<file path="src/hdl/acf_pkg.sv">
package acf_pkg;

  localparam int CORDIC_STEPS_DEF = 16;
  localparam int ANGLE_BITS_DEF   = 16;
  localparam int AXES             = 3;
  localparam int CW               = 36;   // CORDIC x/y width, covers gain growth
  localparam int SQ_W             = 48;
  localparam int SQ_ITERS         = 24;
  localparam int CNT_W            = 5;
  localparam logic [23:0] GYRO_K  = 24'd11199533;

  localparam logic [1:0] REG_BLEND   = 2'd0;
  localparam logic [1:0] REG_DEFSTEP = 2'd1;
  localparam logic [1:0] REG_MAXSTEP = 2'd2;

  localparam logic [15:0] BLEND_RST   = 16'd64225;
  localparam logic [16:0] DEFSTEP_RST = 17'd10000;
  localparam logic [19:0] MAXSTEP_RST = 20'd100000;

  typedef enum logic [3:0] {
    OP_NONE, OP_LOAD, OP_SQ_Y, OP_SQ_Z, OP_SQRT, OP_CRD_INIT, OP_CRD_STEP,
    OP_CRD_DONE, OP_G_DT, OP_G_K, OP_BL_ACC, OP_BL_PRED, OP_YAW, OP_OUT
  } op_t;

  typedef struct packed {
    op_t              op;
    logic [CNT_W-1:0] idx;
    logic [1:0]       axis;
  } cmd_t;

  typedef struct packed {
    logic [15:0] blend_weight;
    logic [16:0] default_step_us;
    logic [19:0] max_step_us;
  } cfg_t;

  function automatic logic [31:0] atan_ent(input logic [CNT_W-1:0] i);
    logic [31:0] v;
    case (i)
      5'd0:  v = 32'h20000000;
      5'd1:  v = 32'h12E4051E;
      5'd2:  v = 32'h09FB385B;
      5'd3:  v = 32'h051111D4;
      5'd4:  v = 32'h028B0D43;
      5'd5:  v = 32'h0145D7E1;
      5'd6:  v = 32'h00A2F61E;
      5'd7:  v = 32'h00517C55;
      5'd8:  v = 32'h0028BE53;
      5'd9:  v = 32'h00145F2F;
      5'd10: v = 32'h000A2F98;
      5'd11: v = 32'h000517CC;
      5'd12: v = 32'h00028BE6;
      5'd13: v = 32'h000145F3;
      5'd14: v = 32'h0000A2FA;
      5'd15: v = 32'h0000517D;
      5'd16: v = 32'h000028BE;
      5'd17: v = 32'h0000145F;
      5'd18: v = 32'h00000A30;
      5'd19: v = 32'h00000518;
      5'd20: v = 32'h0000028C;
      5'd21: v = 32'h00000146;
      5'd22: v = 32'h000000A3;
      5'd23: v = 32'h00000051;
      default: v = 32'h0;
    endcase
    return v;
  endfunction

endpackage

</file>
<file path="src/hdl/acf_regs.sv">
module acf_regs import acf_pkg::*; (
  input  logic        clk,
  input  logic        rst_n,
  input  logic        psel,
  input  logic        penable,
  input  logic        pwrite,
  input  logic [3:0]  paddr,
  input  logic [31:0] pwdata,
  output logic [31:0] prdata,
  output logic        pready,
  output cfg_t        cfg
);

  cfg_t cfg_r, cfg_nxt;

  always_comb begin
    cfg_nxt = cfg_r;
    if (psel && penable && pwrite) begin
      case (paddr[3:2])
        REG_BLEND:   cfg_nxt.blend_weight    = pwdata[15:0];
        REG_DEFSTEP: cfg_nxt.default_step_us = pwdata[16:0];
        REG_MAXSTEP: cfg_nxt.max_step_us     = pwdata[19:0];
        default: ;
      endcase
    end
  end

  always_ff @(posedge clk) begin
    if (!rst_n) begin
      cfg_r.blend_weight    <= BLEND_RST;
      cfg_r.default_step_us <= DEFSTEP_RST;
      cfg_r.max_step_us     <= MAXSTEP_RST;
    end else begin
      cfg_r <= cfg_nxt;
    end
  end

  always_comb begin
    case (paddr[3:2])
      REG_BLEND:   prdata = {16'b0, cfg_r.blend_weight};
      REG_DEFSTEP: prdata = {15'b0, cfg_r.default_step_us};
      REG_MAXSTEP: prdata = {12'b0, cfg_r.max_step_us};
      default:     prdata = 32'b0;
    endcase
  end

  assign pready = 1'b1;
  assign cfg    = cfg_r;

endmodule

</file>
<file path="config.mk">
export PLATFORM = sky130hd
export DESIGN_NAME = acf_regs
export DESIGN_NICKNAME = d
export VERILOG_FILES = /design/src/hdl/acf_pkg.sv /design/src/hdl/acf_regs.sv
export SDC_FILE = /design/constraint.sdc
export NUM_CORES = 1
export LEC_CHECK = 0
export ABC_AREA = 1
export BUFFER_PORTS_ARGS = -buffer_cell sky130_fd_sc_hd__buf_2
export CORE_MARGIN = 2
export CORE_UTILIZATION = 32
export CTS_CLUSTER_SIZE = 8
export DETAILED_ROUTE_END_ITERATION = 8
export PLACE_DENSITY = 0.7
export SETUP_SLACK_MARGIN = 0.5
export SYNTH_ARGS = -nofsm -noshare
export SYNTH_HDL_FRONTEND = slang
export SYNTH_SLANG_ARGS = --single-unit
</file>
<file path="constraint.sdc">
create_clock -name clk -period 2.1 [get_ports clk]
set_clock_uncertainty 0.15 [all_clocks]
set_input_delay 0.21 -clock clk [delete_from_list [all_inputs] [get_ports clk]]
set_output_delay 0.21 -clock clk [all_outputs]
set_load 0.05 [all_outputs]
</file>
Word-level counts from Yosys, hierarchy flattened
Index checks and enable logic that the tools add are counted.
{"block": "op_classes", "n_eq_ne": 2, "reduce_logical": 6, "mux": 1}
{"op": "$pmux W20 S3", "count": 1}
{"op": "$reduce_and A2 Y1", "count": 3}
{"op": "$eq A2 B1 Y1 const B", "count": 1}
{"op": "$eq A2 B2 Y1 const B", "count": 1}
{"op": "$logic_and A1 B1 Y1", "count": 2}
{"op": "$logic_not A2 Y1", "count": 1}
{"block": "totals", "ff_bits": 53, "wordCells": 12}

Depth between registers and ports, before layout
{"block": "logic_depth", "ltp_word": 3, "mapped_depth": 6, "mapped_depth_nobuf": 5}

Worst setup path after synthesis
OpenSTA, ideal clock, no wires.
{"block": "synth_path", "path_type": "reg2out", "from": "register cfg_r (netlist bit cfg[17])", "to": "output prdata[17]", "path_stages_with_launch": 3, "arrival_time_ns": 1.379, "t_required_ns": 1.740, "n_path_buf": 0, "slack_ns": 0.361, "path_cell_list": "dfxtp_1 inv_1 nor2_1"}
{"block": "synth_between", "elab_chain_cells": 1}
{"item": "from (decl)", "line": "acf_regs.sv:14", "source": "cfg_t cfg_r, cfg_nxt;"}
{"item": "from (signal assigned)", "line": "acf_regs.sv:34", "source": "cfg_r <= cfg_nxt;"}
{"item": "$pmux W20 S3", "line": "acf_regs.sv:39", "source": "case (paddr[3:2])"}
{"item": "to (decl)", "line": "acf_regs.sv:9", "source": "output logic [31:0] prdata,"}
No other way between the ends.

Final worst setup path
{"block": "layout_path", "from": "input paddr[2]", "to": "output prdata[15]"}
{"block": "layout_between", "elab_chain_cells": 2}
{"item": "from (decl)", "line": "acf_regs.sv:7", "source": "input logic [3:0] paddr,"}
{"item": "$eq A2 B2 Y1 (tied with other cells)", "line": "acf_regs.sv:39"}
{"item": "$pmux W20 S3 (*)", "line": "acf_regs.sv:39"}
Mark *: on every way between the ends. The rest lies on a longest branch, timed or not.

==> metrics.log <==
INFO  metric result_of_the_run = finished clean
INFO  metric cellInternalPower = 0.001400 W
INFO  metric powerDensity = 631.2 nW/µm²
INFO  metric synth_cell_types = 14
INFO  metric grt_pass1_vias = about 2,400
INFO  metric fin_tns_setup = 0 ns
INFO  metric drt-total-wl = 7.565 mm
INFO  metric dpl.hpwl = 4.987 mm
INFO  metric most_used_standard_cells_in_the_synthesized_netlist = sky130_fd_sc_hd__nand2_1 (131), sky130_fd_sc_hd__nand3_1 (70), sky130_fd_sc_hd__nor2_1 (70), sky130_fd_sc_hd__dfxtp_1 (53), sky130_fd_sc_hd__inv_1 (23)
INFO  metric yosysMostFrequentCell = sky130_fd_sc_hd__nand2_1
INFO  metric initial_utilization = 32.71%
INFO  metric yosysTopAreaCellShare = approximately 42%
INFO  metric rows = 32
INFO  metric maximum_ir_drop_on_the_vdd_rail = 0.3183 mV
INFO  metric timing.reg2reg.worst_path_depth = 2
INFO  metric core = 7687 µm²
INFO  metric fp.dieArea = 8584 µm²
INFO  metric p_leak = 1.734 nW
INFO  metric track_usage = around 17%
INFO  metric tritoncts.num_buffers = 5
INFO  metric clk_pin_slew_worst_paths = around 0.10 ns
INFO  metric clockPowerShare = 28.0%
INFO  metric timing.critical_path.fanout_max = 16
INFO  metric grt_antenna_before_repair = 0
INFO  metric worst_path_cell_chain = buf_2 > inv_2 > nor2_2 > buf_6 > nand2_1 > nand3_1 > clkbuf_4
INFO  metric detailedRoute.firstPassIterationCount = 4
INFO  metric worst_ep_required_time = 1.74 ns
INFO  metric dr_total_vias = 2,700
INFO  metric period_share = 73.41%
INFO  metric synthToLayoutAreaGrowth = 35.03%
INFO  metric drt_drc_violations_left = 0
INFO  metric n_antenna_cell = 0
INFO  metric period_minus_slack = 1.542 ns
INFO  metric yosysTopAreaCell = sky130_fd_sc_hd__dfxtp_1
INFO  metric synth-async-reset-ratio = 0%
INFO  metric worst_slew_margin_rel = between 60% and 70%
INFO  metric drive_gt1_share = 26.10%
INFO  metric residual_antenna_violating_net_count_after_detailed_routing = 0
INFO  metric power.net_switching = 0.0007435 W
INFO  metric number_of_nets_in_the_finished_design = 538
INFO  metric grt_setup_unrepaired = yes
INFO  metric path_delay_family = buffers and inverters
INFO  metric whs_path_depth = 5
INFO  metric grt_first_pass_wirelength = 11.96 mm
INFO  metric clock_latency = 0.31 ns
INFO  metric grt_max_degree = 33
INFO  metric setup_viol_count_final = 0
INFO  metric cp.buffers_inverters = 4
INFO  metric path_depth = 7
INFO  metric min_path_type = in -> reg
INFO  metric utilization = 44.17%
INFO  metric globalRoute.totalOverflow = 0
INFO  metric yosysSeqAreaShare = 42.19%
INFO  metric cts_max_level = 2
INFO  metric p_seq_share = 48.7%
INFO  metric detailedRoute.firstIterationViolations = 99
INFO  metric vias_per_cell = 4.500
INFO  metric synth_flop_cell = sky130_fd_sc_hd__dfxtp_1
INFO  metric tritoncts = built
INFO  metric num_io_pins = 127
INFO  metric timing_worst_slew_pin_value = 0.5216 ns
INFO  metric largest_register_ffs = 53
INFO  metric critPathCaptureType = output port
INFO  metric numClockSinks = 53
INFO  metric die_h = 92.65 µm
INFO  metric cts_max_path_buffers = 2
INFO  metric globalplace.congestion = 0.7567
INFO  metric portBuffers = 99
INFO  metric final-max-slew-violation-count = 0
INFO  metric synthesis.instances = 390
INFO  metric power.combinational.fraction = 23.3%
INFO  metric synth_warnings = 0
INFO  metric cp_data_arrival_time = 1.18 ns
INFO  metric routedWlPerCell = 12.61 µm
INFO  metric seqCellArea = 1061 µm²
INFO  metric synth_edf_count = 0
INFO  metric switching_share = about a third
INFO  metric fmaxAchievable = 648.7 MHz
INFO  metric synth_area_per_inst = between 6 and 7 µm²
INFO  metric root_driver = sky130_fd_sc_hd__clkbuf_8
INFO  metric fillers = 836
INFO  metric synthTopCellsByArea = sky130_fd_sc_hd__dfxtp_1 (42%), sky130_fd_sc_hd__nand2_1 (20%), sky130_fd_sc_hd__nand3_1 (14%)
INFO  metric cp-start-kind = input port
INFO  metric cts.repair_timing.setup_buffer_count = 0
INFO  metric final_hold_viol_count = 0
INFO  metric cp_slowest_stage_delay = between 0.2 and 0.25 ns
INFO  metric postSynthRegisterBits = 53
INFO  metric max-cap-violations = 0
INFO  metric synth_area = between 2000 and 3000 µm²
INFO  metric die-width = slightly above 90 µm
INFO  metric critPathSlowestCell = sky130_fd_sc_hd__clkbuf_4
INFO  metric total_area_of_multi_input_combinational_cells = 1220 µm²
INFO  metric startpoint_to_endpoint_class_of_the_critical_path = in -> out
power by group through the flow:
stage	Clock, W	Combinational [W]	Sequential, W
after floorplan	0	0.000283	0.00114
after detailed placement	0	0.000461	0.00107
after global placement	0	0.000459	0.00107
after global routing	0.000670	0.000536	0.00105
final	0.000601	0.000499	0.00104
after CTS	0.000630	0.000483	0.00104
per-stage QoR:
step	setup WS [ns]	hold slack, ns	area (µm²)	instances	power (W)
after floorplan	0.5560	0.1861	2564	401	0.001424
after global placement	0.4055	0.2884	3093	577	0.001524
after detailed placement	0.3994	0.2951	3093	577	0.001528
after CTS	0.5373	0.05839	3328	599	0.002157
after global routing	0.4929	0.08117	3396	600	0.002252
final	0.5585	0.06216	3396	600	0.002143
final cells by class:
type,instances,share of cell area [%]
sequential,53,31.25
timing repair buffer,123,23.66
tap,102,3.758
inverter,25,2.763
multi-input combinational,289,35.92
clock inverter,3,0.6264
clock buffer,5,2.027
kinds of logic after synthesis:
logic type	share of synthesized area (%)
flops	42.19
simple gates	45.57
other cells	0.2986
buf+inv	11.94
what timing repair did:
| action | CTS | global route |
|---|---|---|
| endpoints found under the hold margin | 21 | 0 |
| hold buffers | 14 | 0 |
| gates cloned | 0 | 1 |
| endpoints found under the setup margin | 9 | 13 |
| resized for setup | 1 | 15 |
worst reg2reg max path, delay by kind of cell (launching register included):
kind             cells  cell delay [ns]
AND/OR/NAND/NOR      2             0.14
flip-flops           1             0.34
final timing paths:
| check | slack (ns) | endpoint | startpoint |
|---|---|---|---|
| hold reg to reg | 0.34 | cfg[44]$_SDFFE_PN1P_ | cfg[44]$_SDFFE_PN1P_ |
| setup reg to reg | 1.34 | cfg[15]$_SDFFE_PN1P_ | cfg[15]$_SDFFE_PN1P_ |
| hold / removal | 0.06 | cfg[18]$_SDFFE_PN0P_ | pwdata[18] |
| setup / recovery | 0.56 | prdata[15] | paddr[2] |
per-layer routing:
layer	global-route usage [%]	wire, µm	share of wire (%)	up-vias
met1	22.60	3374	45	1219
met4	3.309	56	0.74	0
met3	3.092	485	6.4	6
li1	-	-	-	1386
met5	0	0	0	-
met2	29.93	3650	48	89
cells in the final DEF (no fill, tap or decap):
master | synthesis | layout
sky130_fd_sc_hd__nand2_1 | 131 | 131
sky130_fd_sc_hd__buf_2 | 12 | 87
sky130_fd_sc_hd__nand3_1 | 70 | 70
sky130_fd_sc_hd__nor2_1 | 70 | 64
sky130_fd_sc_hd__dfxtp_1 | 53 | 53
sky130_fd_sc_hd__inv_1 | 23 | 23
sky130_fd_sc_hd__dlygate4sd3_1 | 0 | 14
sky130_fd_sc_hd__conb_1 | 2 | 13
sky130_fd_sc_hd__clkbuf_4 | 0 | 12
sky130_fd_sc_hd__nor2_2 | 2 | 6
sky130_fd_sc_hd__clkbuf_8 | 0 | 5
sky130_fd_sc_hd__nor2_4 | 2 | 4
sky130_fd_sc_hd__buf_4 | 17 | 4
sky130_fd_sc_hd__buf_12 | 0 | 3
sky130_fd_sc_hd__inv_2 | 2 | 2
sky130_fd_sc_hd__buf_6 | 0 | 2
sky130_fd_sc_hd__nand2_2 | 1 | 1
sky130_fd_sc_hd__clkinv_2 | 0 | 1
sky130_fd_sc_hd__inv_6 | 0 | 1
sky130_fd_sc_hd__clkinvlp_4 | 0 | 1
sky130_fd_sc_hd__clkbuf_16 | 0 | 1
No activity file was read; power rests on OpenSTA's default activity.
