==> src/hdl/acf_pkg.sv <==
package acf_pkg;

  localparam int CORDIC_STEPS_DEF = 16;
  localparam int ANGLE_BITS_DEF   = 16;
  localparam int AXES             = 3;
  localparam int CW               = 36;   // CORDIC x/y width, covers gain growth
  localparam int SQ_W             = 48;
  localparam int SQ_ITERS         = 24;
  localparam int CNT_W            = 5;
  localparam logic [23:0] GYRO_K  = 24'd11199533;

  localparam logic [1:0] REG_BLEND   = 2'd0;
  localparam logic [1:0] REG_DEFSTEP = 2'd1;
  localparam logic [1:0] REG_MAXSTEP = 2'd2;

  localparam logic [15:0] BLEND_RST   = 16'd64225;
  localparam logic [16:0] DEFSTEP_RST = 17'd10000;
  localparam logic [19:0] MAXSTEP_RST = 20'd100000;

  typedef enum logic [3:0] {
    OP_NONE, OP_LOAD, OP_SQ_Y, OP_SQ_Z, OP_SQRT, OP_CRD_INIT, OP_CRD_STEP,
    OP_CRD_DONE, OP_G_DT, OP_G_K, OP_BL_ACC, OP_BL_PRED, OP_YAW, OP_OUT
  } op_t;

  typedef struct packed {
    op_t              op;
    logic [CNT_W-1:0] idx;
    logic [1:0]       axis;
  } cmd_t;

  typedef struct packed {
    logic [15:0] blend_weight;
    logic [16:0] default_step_us;
    logic [19:0] max_step_us;
  } cfg_t;

  function automatic logic [31:0] atan_ent(input logic [CNT_W-1:0] i);
    logic [31:0] v;
    case (i)
      5'd0:  v = 32'h20000000;
      5'd1:  v = 32'h12E4051E;
      5'd2:  v = 32'h09FB385B;
      5'd3:  v = 32'h051111D4;
      5'd4:  v = 32'h028B0D43;
      5'd5:  v = 32'h0145D7E1;
      5'd6:  v = 32'h00A2F61E;
      5'd7:  v = 32'h00517C55;
      5'd8:  v = 32'h0028BE53;
      5'd9:  v = 32'h00145F2F;
      5'd10: v = 32'h000A2F98;
      5'd11: v = 32'h000517CC;
      5'd12: v = 32'h00028BE6;
      5'd13: v = 32'h000145F3;
      5'd14: v = 32'h0000A2FA;
      5'd15: v = 32'h0000517D;
      5'd16: v = 32'h000028BE;
      5'd17: v = 32'h0000145F;
      5'd18: v = 32'h00000A30;
      5'd19: v = 32'h00000518;
      5'd20: v = 32'h0000028C;
      5'd21: v = 32'h00000146;
      5'd22: v = 32'h000000A3;
      5'd23: v = 32'h00000051;
      default: v = 32'h0;
    endcase
    return v;
  endfunction

endpackage

==> src/hdl/acf_ctrl.sv <==
module acf_ctrl import acf_pkg::*; #(
  parameter int CORDIC_STEPS = CORDIC_STEPS_DEF
) (
  input  logic clk,
  input  logic rst_n,
  input  logic in_valid,
  output logic in_ready,
  output logic out_valid,
  input  logic out_ready,
  output cmd_t cmd
);

  localparam int NSTEP = (CORDIC_STEPS < 24) ? CORDIC_STEPS : 24;

  typedef enum logic [12:0] {
    S_IDLE  = 13'h0001,
    S_SQY   = 13'h0002,
    S_SQZ   = 13'h0004,
    S_SQRT  = 13'h0008,
    S_CINIT = 13'h0010,
    S_CSTEP = 13'h0020,
    S_CDONE = 13'h0040,
    S_GDT   = 13'h0080,
    S_GK    = 13'h0100,
    S_BACC  = 13'h0200,
    S_BPRED = 13'h0400,
    S_YAW   = 13'h0800,
    S_WOUT  = 13'h1000
  } state_t;

  state_t           state_r, state_nxt;
  logic [CNT_W-1:0] cnt_r, cnt_nxt;
  logic [1:0]       axis_r, axis_nxt;
  logic             ov_r, ov_nxt;

  always_comb begin
    state_nxt = state_r;
    cnt_nxt   = cnt_r;
    axis_nxt  = axis_r;
    ov_nxt    = ov_r && !out_ready;
    cmd.op    = OP_NONE;
    cmd.idx   = cnt_r;
    cmd.axis  = axis_r;
    case (state_r)
      S_IDLE: begin
        if (in_valid) begin
          cmd.op    = OP_LOAD;
          state_nxt = S_SQY;
        end
      end
      S_SQY: begin
        cmd.op    = OP_SQ_Y;
        state_nxt = S_SQZ;
      end
      S_SQZ: begin
        cmd.op    = OP_SQ_Z;
        cnt_nxt   = '0;
        state_nxt = S_SQRT;
      end
      S_SQRT: begin
        cmd.op  = OP_SQRT;
        cnt_nxt = cnt_r + 1'b1;
        if (cnt_r == CNT_W'(SQ_ITERS - 1)) begin
          cnt_nxt   = '0;
          axis_nxt  = 2'd0;
          state_nxt = S_CINIT;
        end
      end
      S_CINIT: begin
        cmd.op    = OP_CRD_INIT;
        cnt_nxt   = '0;
        state_nxt = S_CSTEP;
      end
      S_CSTEP: begin
        cmd.op  = OP_CRD_STEP;
        cnt_nxt = cnt_r + 1'b1;
        if (cnt_r == CNT_W'(NSTEP - 1)) begin
          state_nxt = S_CDONE;
        end
      end
      S_CDONE: begin
        cmd.op = OP_CRD_DONE;
        if (axis_r == 2'd0) begin
          axis_nxt  = 2'd1;
          state_nxt = S_CINIT;
        end else begin
          axis_nxt  = 2'd0;
          state_nxt = S_GDT;
        end
      end
      S_GDT: begin
        cmd.op    = OP_G_DT;
        state_nxt = S_GK;
      end
      S_GK: begin
        cmd.op    = OP_G_K;
        state_nxt = (axis_r == 2'd2) ? S_YAW : S_BACC;
      end
      S_BACC: begin
        cmd.op    = OP_BL_ACC;
        state_nxt = S_BPRED;
      end
      S_BPRED: begin
        cmd.op    = OP_BL_PRED;
        axis_nxt  = axis_r + 1'b1;
        state_nxt = S_GDT;
      end
      S_YAW: begin
        cmd.op    = OP_YAW;
        state_nxt = S_WOUT;
      end
      S_WOUT: begin
        // previous result must be gone before the output register reloads
        if (!ov_r || out_ready) begin
          cmd.op    = OP_OUT;
          ov_nxt    = 1'b1;
          state_nxt = S_IDLE;
        end
      end
      default: state_nxt = S_IDLE;
    endcase
  end

  always_ff @(posedge clk) begin
    if (!rst_n) begin
      state_r <= S_IDLE;
      cnt_r   <= '0;
      axis_r  <= '0;
      ov_r    <= 1'b0;
    end else begin
      state_r <= state_nxt;
      cnt_r   <= cnt_nxt;
      axis_r  <= axis_nxt;
      ov_r    <= ov_nxt;
    end
  end

  assign in_ready  = (state_r == S_IDLE);
  assign out_valid = ov_r;

  a_busy_after_accept: assert property (@(posedge clk) disable iff (!rst_n)
    (in_valid && in_ready) |=> !in_ready)
    else $error("accepted a beat while busy");
  a_no_overwrite: assert property (@(posedge clk) disable iff (!rst_n)
    (cmd.op == OP_OUT) |-> (!ov_r || out_ready))
    else $error("result overwritten before taken");
  a_cordic_bound: assert property (@(posedge clk) disable iff (!rst_n)
    (state_r == S_CSTEP) |-> (cnt_r < CNT_W'(NSTEP)))
    else $error("cordic step count overrun");
  a_axis_bound: assert property (@(posedge clk) disable iff (!rst_n)
    (state_r == S_BACC || state_r == S_BPRED) |-> (axis_r < 2'd2))
    else $error("blend on yaw axis");

endmodule

==> config.mk <==
export PLATFORM = sky130hd
export DESIGN_NAME = acf_ctrl
export DESIGN_NICKNAME = d
export VERILOG_FILES = /design/src/hdl/acf_pkg.sv /design/src/hdl/acf_ctrl.sv
export SDC_FILE = /design/constraint.sdc
export NUM_CORES = 1
export LEC_CHECK = 0
export BUFFER_PORTS_ARGS = -buffer_cell sky130_fd_sc_hd__buf_2
export CORE_UTILIZATION = 51
export DETAILED_ROUTE_END_ITERATION = 8
export PLACE_DENSITY = 0.81
export REMOVE_ABC_BUFFERS = 1
export SYNTH_ARGS = -nofsm -noshare
export SYNTH_HDL_FRONTEND = slang
export SYNTH_SLANG_ARGS = --single-unit
==> constraint.sdc <==
create_clock -name clk -period 1.9 [get_ports clk]
set_input_delay 0.285 -clock clk [delete_from_list [all_inputs] [get_ports clk]]
set_output_delay 0.285 -clock clk [all_outputs]
set_load 0.005 [all_outputs]
======== After elaboration in Yosys (flattened, before gate mapping) ========
Index checks and enable logic that the tools add are counted.
word-level totals
  input port bits ......................... 4
  logic and storage cells ................. 53
  bits in registers ....................... 21
operators by class
  add/subtract/negate cells ............... 2
  equal/unequal tests ..................... 20
  mux-type cells .......................... 17
  reduce and logical (&&, ||, !) cells .... 10
operator list
  operator                number
  $pmux W13 S13           1
  $mux W13                4
  $pmux W4 S13            1
  $pmux W5 S3             1
  $eq A13 B1 Y1 const B   1
  $eq A13 B10 Y1 const B  1
  $eq A13 B11 Y1 const B  1
  $eq A13 B12 Y1 const B  1
  $eq A13 B13 Y1 const B  1
  $eq A13 B2 Y1 const B   1
  $eq A13 B3 Y1 const B   1
  $eq A13 B4 Y1 const B   1
  $eq A13 B5 Y1 const B   1
  $eq A13 B6 Y1 const B   1
  $eq A13 B7 Y1 const B   1
  $eq A13 B8 Y1 const B   1
  $eq A13 B9 Y1 const B   1
  $mux W12                1
  $mux W8                 1
  $ne A2 B2 Y1 const B    4
  $pmux W2 S3             1
  $reduce_bool A3 Y1      2
  $add A5 B1 Y5 const B   1
  $eq A5 B4 Y1 const B    1
  other kinds (14)        18

======== Depth between registers and ports, before layout ========
Gate-level depths: netlist of the first run.
  word-level depth ........................ 4
  mapped depth ............................ 9
  mapped depth without buffers ............ 8

======== Worst setup path after synthesis of the first run ========
Ideal clock, no wire load.
  kind .................................... register to output
  from .................................... register state_r[5]
  to ...................................... output cmd[7] (netlist bit)
  required time ........................... 1.615 ns
  arrival time ............................ 1.640 ns
  cell stages (with the launch flop) ...... 6
  slack ................................... -0.025 ns
  cell sequence ........................... dfxtp_1 > buf_2 > or4_4 > nor4_2 > and4bb_2 > nand4b_1
RTL lines
  item                    line             RTL
  from (decl)             acf_ctrl.sv:31   state_t state_r, state_nxt;
  from (signal assigned)  acf_ctrl.sv:131  state_r <= state_nxt;
  to (decl)               acf_ctrl.sv:10   output cmd_t cmd

==> flow_metrics.py, run 1 <==
metrics = {
    "run_status": {
        "outcome": "finished with violations",
        "violations": "setup timing",
    },
    "power_and_ir_drop": {
        "intPower_mw": 0.655,
        "switchingPower_mw": 0.314,
        "p_clk_share_pct": 24.3,
        "pwr-share-comb_pct": 28.8,
        "seq_power_share_pct": 47.0,
        "ir_drop_uv": 362,
        "p_leak_nw": 0.922,
        "power_density_nw_per_um2": 446,
        "switching_share_pct": 32.4,
    },
    "floorplanning": {
        "die-area_um2": 2860,
        "core_um2": 2500,
        "ios": 17,
        "die_w_um": 53.5,
        "rows": 18,
        "initial_core_util_pct": 54.2,
        "die_h_um": 53.5,
    },
    "setup_path": {
        "cp-start-kind": "flop",
        "worstPathMaxFanout": 4,
        "end_kind": "output pin",
        "critical_path_required_ns": 1.62,
        "crit_slowest_cell": "or4_4",
        "worst_path_largest_cell_delay_ns": 0.59,
        "crit_type": "reg -> out",
        "cpLargestDelayFamily": "simple AND/OR/NAND/NOR gates",
        "crit_buf_inv": 1,
        "worstPathCellList": "or4_4 > nor4_4 > nor2_2 > nand4b_1 > buf_2",
        "arrival_ns": 2.04,
    },
    "sta": {
        "final-setup-viol-count": 19,
        "drv_slew": 0,
        "holdWs_ns": 0.318,
        "worst_slew_pin_slew_ns": 0.535,
        "hold_viol": 0,
        "setup_ws_ns": -0.422,
        "max_slew_margin_pct": 64.1,
        "finalCriticalPeriod_ns": 2.32,
        "finalCritPeriodShare_pct": 122,
        "fin_worst_skew_ns": 0.00822,
        "fmax_mhz": 431,
        "rsz0062_at_grt": "true",
    },
    "placement": {
        "dp_hpwl_um": 3110,
        "place.gp.congestion": 0.996,
        "dp_cells": 242,
        "portBuffers": 16,
    },
    "logic_synthesis": {
        "synth_seq_cells": 21,
        "synth_edf_count": 0,
        "yosys_warnings": 0,
        "synth_ff_type": "dfxtp_1",
        "ys_seq_area_share_pct": 31.1,
        "yosysUniqueCellTypes": 43,
        "syn_avg_cell_area_um2": 8.46,
        "netlist_area_um2": 1350,
        "async_flop_share_pct": 0,
        "netlist_instances": 160,
    },
    "final_layout": {
        "diodes": 0,
        "final_cells": 263,
        "nets": 242,
        "areaGrowthSynthToFinish_pct": 60.6,
        "final_cell_mix": "buf_4 (51), buf_2 (16), dfxtp_1 (13), buf_6 (12), nand2_1 (11)",
        "utilization_pct": 87.0,
        "final_common_cell": "buf_4",
        "final_layout_size_suffix_gt1_share_pct": 58.4,
    },
    "clock_tree": {
        "cts_tree": "yes",
        "numCtsBuffers": 3,
        "cts_root_buf": "clkbuf_4",
        "clk_latency_ns": 0.32,
        "clk_path_buf_depth": 2,
        "clk_pin_slew_worst_paths_ns": 0.13,
        "cts_htree_levels": 1,
        "cts_sinks": 21,
    },
    "routing": {
        "routed_wl_um": 5670,
        "drt_iter0_markers": 132,
        "first_pass_iters": 5,
        "drc_errors": 0,
        "wl_per_cell_um": 21.6,
        "ant_nets": 0,
        "vias_per_cell": 6.76,
        "vias": 1777,
    },
    "grt": {
        "grt_pass1_vias": 1604,
        "overflow": 0,
        "grt_max_degree": 12,
        "grt_pass1_wl_um": 7770,
        "track_usage_pct": 38.9,
        "antenna_found_initial": 0,
    },
    "job": {
        "max-cap-violations": 0,
    },
    "hold_path": {
        "min_path_type": "in -> reg",
    },
}
area by class of cell:
type / count / area [um^2]
clock buffer: 4 / 26.3
timing repair buffer: 79 / 598
sequential: 21 / 435
inverter: 8 / 30.0
tap: 30 / 37.5
multi-input combinational: 121 / 1050
fill: 102 / 325
repair_timing:
action | CTS | global route
setup endpoints to repair | 18 | 21
pin swaps | 19 | 16
resized for setup | 41 | 27
gates cloned | 0 | 0
setup buffers | 9 | 8
hold buffers | 0 | 0
synthesized netlist by cell type, types with 4 or more instances:
cell,n,share of area [%]
nand3_1,6,2.2
nand2_1,13,3.6
ha_1,4,3.7
nor2_1,17,4.7
dfxtp_1,21,31
inv_1,8,2.2
nor3_1,9,3.3
a21oi_1,6,2.2
nor4_4,4,6.3
nand4_1,6,2.8
buf_2,5,1.8
o21ai_0,5,1.8
worst paths after layout:
kind         cells after the start  slack, ns                    start                     to
max                              5      -0.42  state_r[9]$_SDFFE_PN0P_                 cmd[7]
min                              2       0.32                    rst_n   out_valid$_SDFF_PN0_
max reg2reg                     11      -0.23  state_r[9]$_SDFFE_PN0P_  cnt_r[2]$_SDFFE_PN0P_
min reg2reg                      2       0.56    cnt_r[4]$_SDFFE_PN0P_  cnt_r[4]$_SDFFE_PN0P_
routing by layer:
metal	part of all wire, %	track usage (%)
met2	44	62.9
met1	38	46.5
met5	0	0
met3	10	9.77
met4	7.2	21.5
stage by stage:
| stage | area [um^2] | setup TNS [ns] | worst slack, ns | power [mW] |
|---|---|---|---|---|
| 2_1_floorplan | 1290 | -0.0151 | -0.0151 | 0.564 |
| 3_3_place_gp | 1750 | -0.564 | -0.130 | 0.667 |
| 3_5_place_dp | 1750 | -0.831 | -0.141 | 0.669 |
| 4_1_cts | 2000 | -1.90 | -0.375 | 0.904 |
| 5_1_grt | 2170 | -4.79 | -0.466 | 0.993 |
| 6_report | 2170 | -3.82 | -0.422 | 0.969 |
power by group through the flow:
stage / combinational [mW] / sequential, mW / clock, mW
5_1_grt: 0.286 / 0.456 / 0.252
3_3_place_gp: 0.202 / 0.465 / 0
6_report: 0.279 / 0.455 / 0.235
2_1_floorplan: 0.0909 / 0.473 / 0
4_1_cts: 0.228 / 0.453 / 0.223
3_5_place_dp: 0.203 / 0.466 / 0
logic make-up after synthesis:
| kind of cell | count (synthesis) | share of synthesized area (%) |
|---|---|---|
| compound gates | 24 | 12.0 |
| xor+xnor | 6 | 3.88 |
| fa+ha+maj | 4 | 3.70 |
| buf+inv | 18 | 7.12 |
| flops | 21 | 31.1 |
| simple gates | 87 | 42.2 |
flip-flops by register name, summed over array words and instances (netlist names):
register and flops:
axis_r 2, cnt_r 5, out_valid 1, state_r 13
No activity file was read; power rests on OpenSTA's default activity.
==> inputs of run 2 (changes only) <==
- GPL_TIMING_DRIVEN: not set -> 0
==> run 2 against run 1 <==
Compared with the run above: the run still ends with setup timing left; global-route usage shrank 9.2 points; die area is the same; routed wire length shrank 25%; non-clock buffer count shrank 36; critical path type unchanged; highest routed layer unchanged.
==> flow_metrics.py, run 2 (synthesis results as in run 1) <==
metrics = {
    "run_status": {
        "outcome": "finished with violations",
        "violations": "setup timing",
    },
    "routing": {
        "ant_nets": 0,
        "drt_iter0_markers": 78,
        "vias": 1454,
        "routed_wl_um": 4240,
        "wl_per_cell_um": 18.7,
        "vias_per_cell": 6.41,
        "drc_errors": 0,
        "first_pass_iters": 5,
    },
    "clock_tree": {
        "cts_tree": "yes",
        "cts_hold_buf": 0,
        "clk_latency_ns": 0.31,
        "clk_path_buf_depth": 2,
        "numCtsBuffers": 3,
        "clk_pin_slew_worst_paths_ns": 0.11,
        "cts_htree_levels": 1,
        "cts_sinks": 21,
        "cts_root_buf": "clkbuf_4",
    },
    "grt": {
        "track_usage_pct": 29.7,
        "grt_max_degree": 12,
        "grt_pass1_wl_um": 5960,
        "grt_pass1_vias": 1253,
        "overflow": 0,
        "antenna_found_initial": 0,
    },
    "power_and_ir_drop": {
        "power_density_nw_per_um2": 499,
        "p_leak_nw": 0.740,
        "finalPower_mw": 0.910,
        "ir_drop_uv": 511,
    },
    "floorplanning": {
        "die-area_um2": 2860,
        "rows": 18,
        "core_um2": 2500,
        "initial_core_util_pct": 54.2,
        "die_h_um": 53.5,
        "die_w_um": 53.5,
        "ios": 17,
    },
    "sta": {
        "finalCritPeriodShare_pct": 122,
        "max_slew_margin_pct": 70.4,
        "fin_worst_skew_ns": 0.00630,
        "rsz0062_at_grt": "true",
        "hold_viol": 0,
        "fmax_mhz": 430,
        "worst_slew_pin_slew_ns": 0.440,
        "final-setup-viol-count": 17,
        "drv_slew": 0,
        "holdWs_ns": 0.282,
        "tns_ns": -2.46,
        "finalCriticalPeriod_ns": 2.33,
        "setup_ws_ns": -0.425,
    },
    "hold_path": {
        "min_path_type": "in -> reg",
        "hp-start": "out_ready",
    },
    "final_layout": {
        "final_layout_size_suffix_gt1_share_pct": 50.3,
        "design_area_um2": 1820,
        "areaGrowthSynthToFinish_pct": 34.8,
        "fillers": 168,
        "final_common_cell": "buf_4",
        "top_regs": "state_r x13, cnt_r x5, axis_r x2",
        "final_cell_mix": "buf_4 (26), buf_2 (16), nor2_1 (13), nand2_1 (11), inv_1 (8)",
        "nets": 206,
        "largest_register_ffs": 13,
        "regMostFlops": "state_r",
        "diodes": 0,
    },
    "setup_path": {
        "worstPathCellList": "or4b_4 > nor4_4 > nor2_2 > nand4b_1 > buf_2",
        "cp-startpoint": "state_r[10]$_SDFFE_PN0P_",
        "arrival_ns": 2.04,
        "worstPathMaxFanout": 7,
        "end_kind": "output pin",
        "crit_type": "reg -> out",
        "cp-start-kind": "flop",
        "timing.rr.start": "state_r[5]$_SDFFE_PN0P_",
        "crit_slowest_cell": "or4b_4",
        "worst_path_largest_cell_delay_ns": 0.52,
        "critical_path_required_ns": 1.62,
    },
    "placement": {
        "dp_hpwl_um": 2430,
        "pre_cts_ws_ns": -0.302,
        "place.gp.congestion": 0.944,
        "place_area_um2": 1410,
        "portBuffers": 16,
    },
    "job": {
        "max-cap-violations": 0,
    },
}
## run 2: cell types whose count changed in the layout (fill, tap and decap cells not counted), moves of 2 or more
cell     delta
dfxtp_1     -6
a21oi_1     +2
nor2_2      -2
ha_4        -2
dfxtp_4     +5
buf_6      -11
buf_4      -25
nor2_1      +3
## run 2: area by class of cell
class / count / area [um^2] / share of cell area, %
clock buffers: 4 / 26.3 / 1.44
inverters: 8 / 30.0 / 1.65
multi-input cells: 121 / 988 / 54.2
flip-flops and latches: 21 / 455 / 25.0
well taps: 30 / 37.5 / 2.06
repair buffers: 43 / 287 / 15.7
## run 2: critical path, delay by kind of cell, from the launching register on
kind | cells | cell delay (ns)
buffers and inverters | 1 | 0.12
and+or+nand+nor | 4 | 1.13
DFF | 1 | 0.48
## run 2: power by group
group,total (mW),internal [mW],switching [mW]
Clock,0.216,0.0820,0.134
Sequential,0.460,0.444,0.0166
Combinational,0.233,0.106,0.127
Total,0.910,0.632,0.277
## run 2: worst paths after layout
path,to,slack (ns),cells past startpoint
min reg2reg,cnt_r[1]$_SDFFE_PN0P_,0.53,2
max,cmd[7],-0.43,5
min,state_r[12]$_SDFFE_PN0P_,0.28,4
max reg2reg,axis_r[0]$_SDFFE_PN0P_,-0.15,8
## run 2: per-layer routing
metal  vias up  share of wire (%)  global-route usage (%)
met5         -                  0                       0
met4         0                4.1                    14.0
met3        21                7.2                    6.03
met2        86                 50                    49.6
met1       689                 39                    36.0
li1        658                  -                       -
## run 2: what timing repair did
item	4_1_cts	5_1_grt
pin swaps	12	20
gates resized for setup	32	25
setup buffers	17	11
cloned	0	0
setup endpoints to repair	22	20
## run 2: through the flow
step / utilization (%) / cells
floorplan: - / 150
CTS: 66.1 / 217
detailed placement: 56.2 / 196
finish: 73.0 / 227
global placement: 56.2 / 196
global route: 73.0 / 227
==> inputs of run 3 (changes only) <==
- TNS_END_PERCENT: not set -> 10
==> run 3 against run 2 <==
Compared with the run above: the run still ends with setup timing left; worst hold slack improved by 0.0072 ns; utilization decreased by 6.0 points; sequential share of layout area grew 2.2 points; via count fell by 5.0%; clock power fell by 2%; critical path type unchanged; clock skew fell by 0.0036 ns; non-clock buffer count decreased by 14; final area down 8.2%.
==> flow_metrics.py, run 3 (synthesis results as in run 1) <==
metrics = {
    "floorplanning": {
        "ios": 17,
        "die_w_um": 53.5,
        "rows": 18,
        "die-area_um2": 2860,
        "initial_core_util_pct": 54.2,
        "core_um2": 2500,
        "die_h_um": 53.5,
    },
    "hold_path": {
        "hp-start": "out_ready",
        "min_path_type": "in -> reg",
        "min_path_cells": 4,
    },
    "final_layout": {
        "regMostFlops": "state_r",
        "nets": 192,
        "top_regs": "state_r x13, cnt_r x5, axis_r x2",
        "largest_register_ffs": 13,
        "areaGrowthSynthToFinish_pct": 23.7,
        "final_cell_mix": "nor2_1 (16), buf_2 (16), nand2_1 (13), buf_4 (11)",
        "fillers": 204,
        "diodes": 0,
        "final_layout_size_suffix_gt1_share_pct": 38.8,
    },
    "clock_tree": {
        "clk_pin_slew_worst_paths_ns": 0.11,
        "cts_htree_levels": 1,
        "cts_hold_buf": 0,
        "clk_latency_ns": 0.30,
        "numCtsBuffers": 3,
        "cts_root_buf": "clkbuf_4",
        "cts_sinks": 21,
        "clk_path_buf_depth": 2,
        "cts_tree": "yes",
    },
    "routing": {
        "vias": 1382,
        "met1Wirelength_um": 1590,
        "dr_wl_met2_um": 1860,
        "ant_nets": 0,
        "routed_wl_um": 3740,
        "drc_errors": 0,
        "vias_per_cell": 6.49,
        "wl_met3_um": 239,
        "highest_layer": "met4",
        "drt_iter0_markers": 59,
        "wl_per_cell_um": 17.5,
        "first_pass_iters": 4,
    },
    "grt": {
        "grt_pass1_vias": 1192,
        "antenna_found_initial": 0,
        "grt_pass1_wl_um": 5680,
        "grt_max_degree": 12,
        "overflow": 0,
        "track_usage_pct": 27.8,
    },
    "sta": {
        "hold_viol": 0,
        "fin_worst_skew_ns": 0.00270,
        "drv_slew": 0,
        "rsz0062_at_grt": "true",
        "setup_ws_ns": -0.441,
        "finalCriticalPeriod_ns": 2.34,
        "fmax_mhz": 427,
        "worst_slew_pin_slew_ns": 0.636,
        "finalCritPeriodShare_pct": 123,
        "final-setup-viol-count": 6,
        "max_slew_margin_pct": 57.2,
    },
    "placement": {
        "pre_cts_ws_ns": -0.302,
        "place.gp.congestion": 0.944,
        "dp_hpwl_um": 2430,
        "portBuffers": 16,
    },
    "setup_path": {
        "cp-start-kind": "flop",
        "cp-startpoint": "state_r[5]$_SDFFE_PN0P_",
        "ff2ff_path_depth": 6,
        "timing.rr.start": "state_r[10]$_SDFFE_PN0P_",
        "critical_path_required_ns": 1.62,
        "crit_type": "reg -> out",
        "worstPathMaxFanout": 5,
        "arrival_ns": 2.06,
        "end_kind": "output pin",
    },
    "power_and_ir_drop": {
        "finalPower_mw": 0.872,
        "ir_drop_uv": 472,
        "p_leak_nw": 0.656,
        "power_density_nw_per_um2": 521,
    },
    "job": {
        "max-cap-violations": 0,
    },
    "run_status": {
        "outcome": "finished with violations",
        "violations": "setup timing",
    },
}
-- run 3: path summary, 6_finish.rpt --
path | to | slack [ns]
worst max-delay path | cmd[7] | -0.44
worst min-delay path | state_r[12]$_SDFFE_PN0P_ | 0.29
worst max register to register | axis_r[0]$_SDFFE_PN0P_ | -0.01
worst min register to register | cnt_r[0]$_SDFFE_PN0P_ | 0.50
-- run 3: area by class of cell --
class,instances,area [um^2],area share [%]
tap,30,37.5,2.24
multi-input combinational,121,941,56.2
timing repair buffer,29,185,11.1
inverter,8,30.0,1.79
sequential,21,454,27.1
clock buffer,4,26.3,1.57
-- run 3: where the power goes --
group          internal (mW)  switching [mW]  leakage [nW]
clock network         0.0819           0.130        0.0150
registers              0.444          0.0162         0.178
logic                 0.0874           0.112         0.463
-- run 3: stage by stage --
| step | TNS [ns] | cell area [um^2] | instances | hold slack (ns) | util, % |
|---|---|---|---|---|---|
| 2_1_floorplan | -0.0151 | 1290 | 150 | 0.399 | - |
| 4_1_cts | -1.91 | 1540 | 205 | 0.275 | 61.8 |
| 5_1_grt | -2.53 | 1670 | 213 | 0.313 | 67.0 |
| 6_report | -1.78 | 1670 | 213 | 0.289 | 67.0 |
| 3_5_place_dp | -2.46 | 1410 | 196 | 0.503 | 56.2 |
| 3_3_place_gp | -1.68 | 1410 | 196 | 0.488 | 56.2 |
-- run 3: timing repair --
action                     CTS  global route
setup endpoints to repair   22            20
resized for setup           26            18
pin swaps                    6            14
buffers inserted             5             8
-- run 3: critical path, cell delays in order (launching register included) --
cell      delay (ns)
dfxtp_4         0.38
or4_4           0.58
nor4_4          0.25
and4bb_2        0.31
nand4b_1        0.12
buf_2           0.12
-- run 3: metal layers --
metal | vias up | GRT usage, %
met5 | - | 0
met4 | 0 | 8.77
met3 | 12 | 4.31
met2 | 67 | 46.5
met1 | 663 | 36.1
li1 | 640 | -
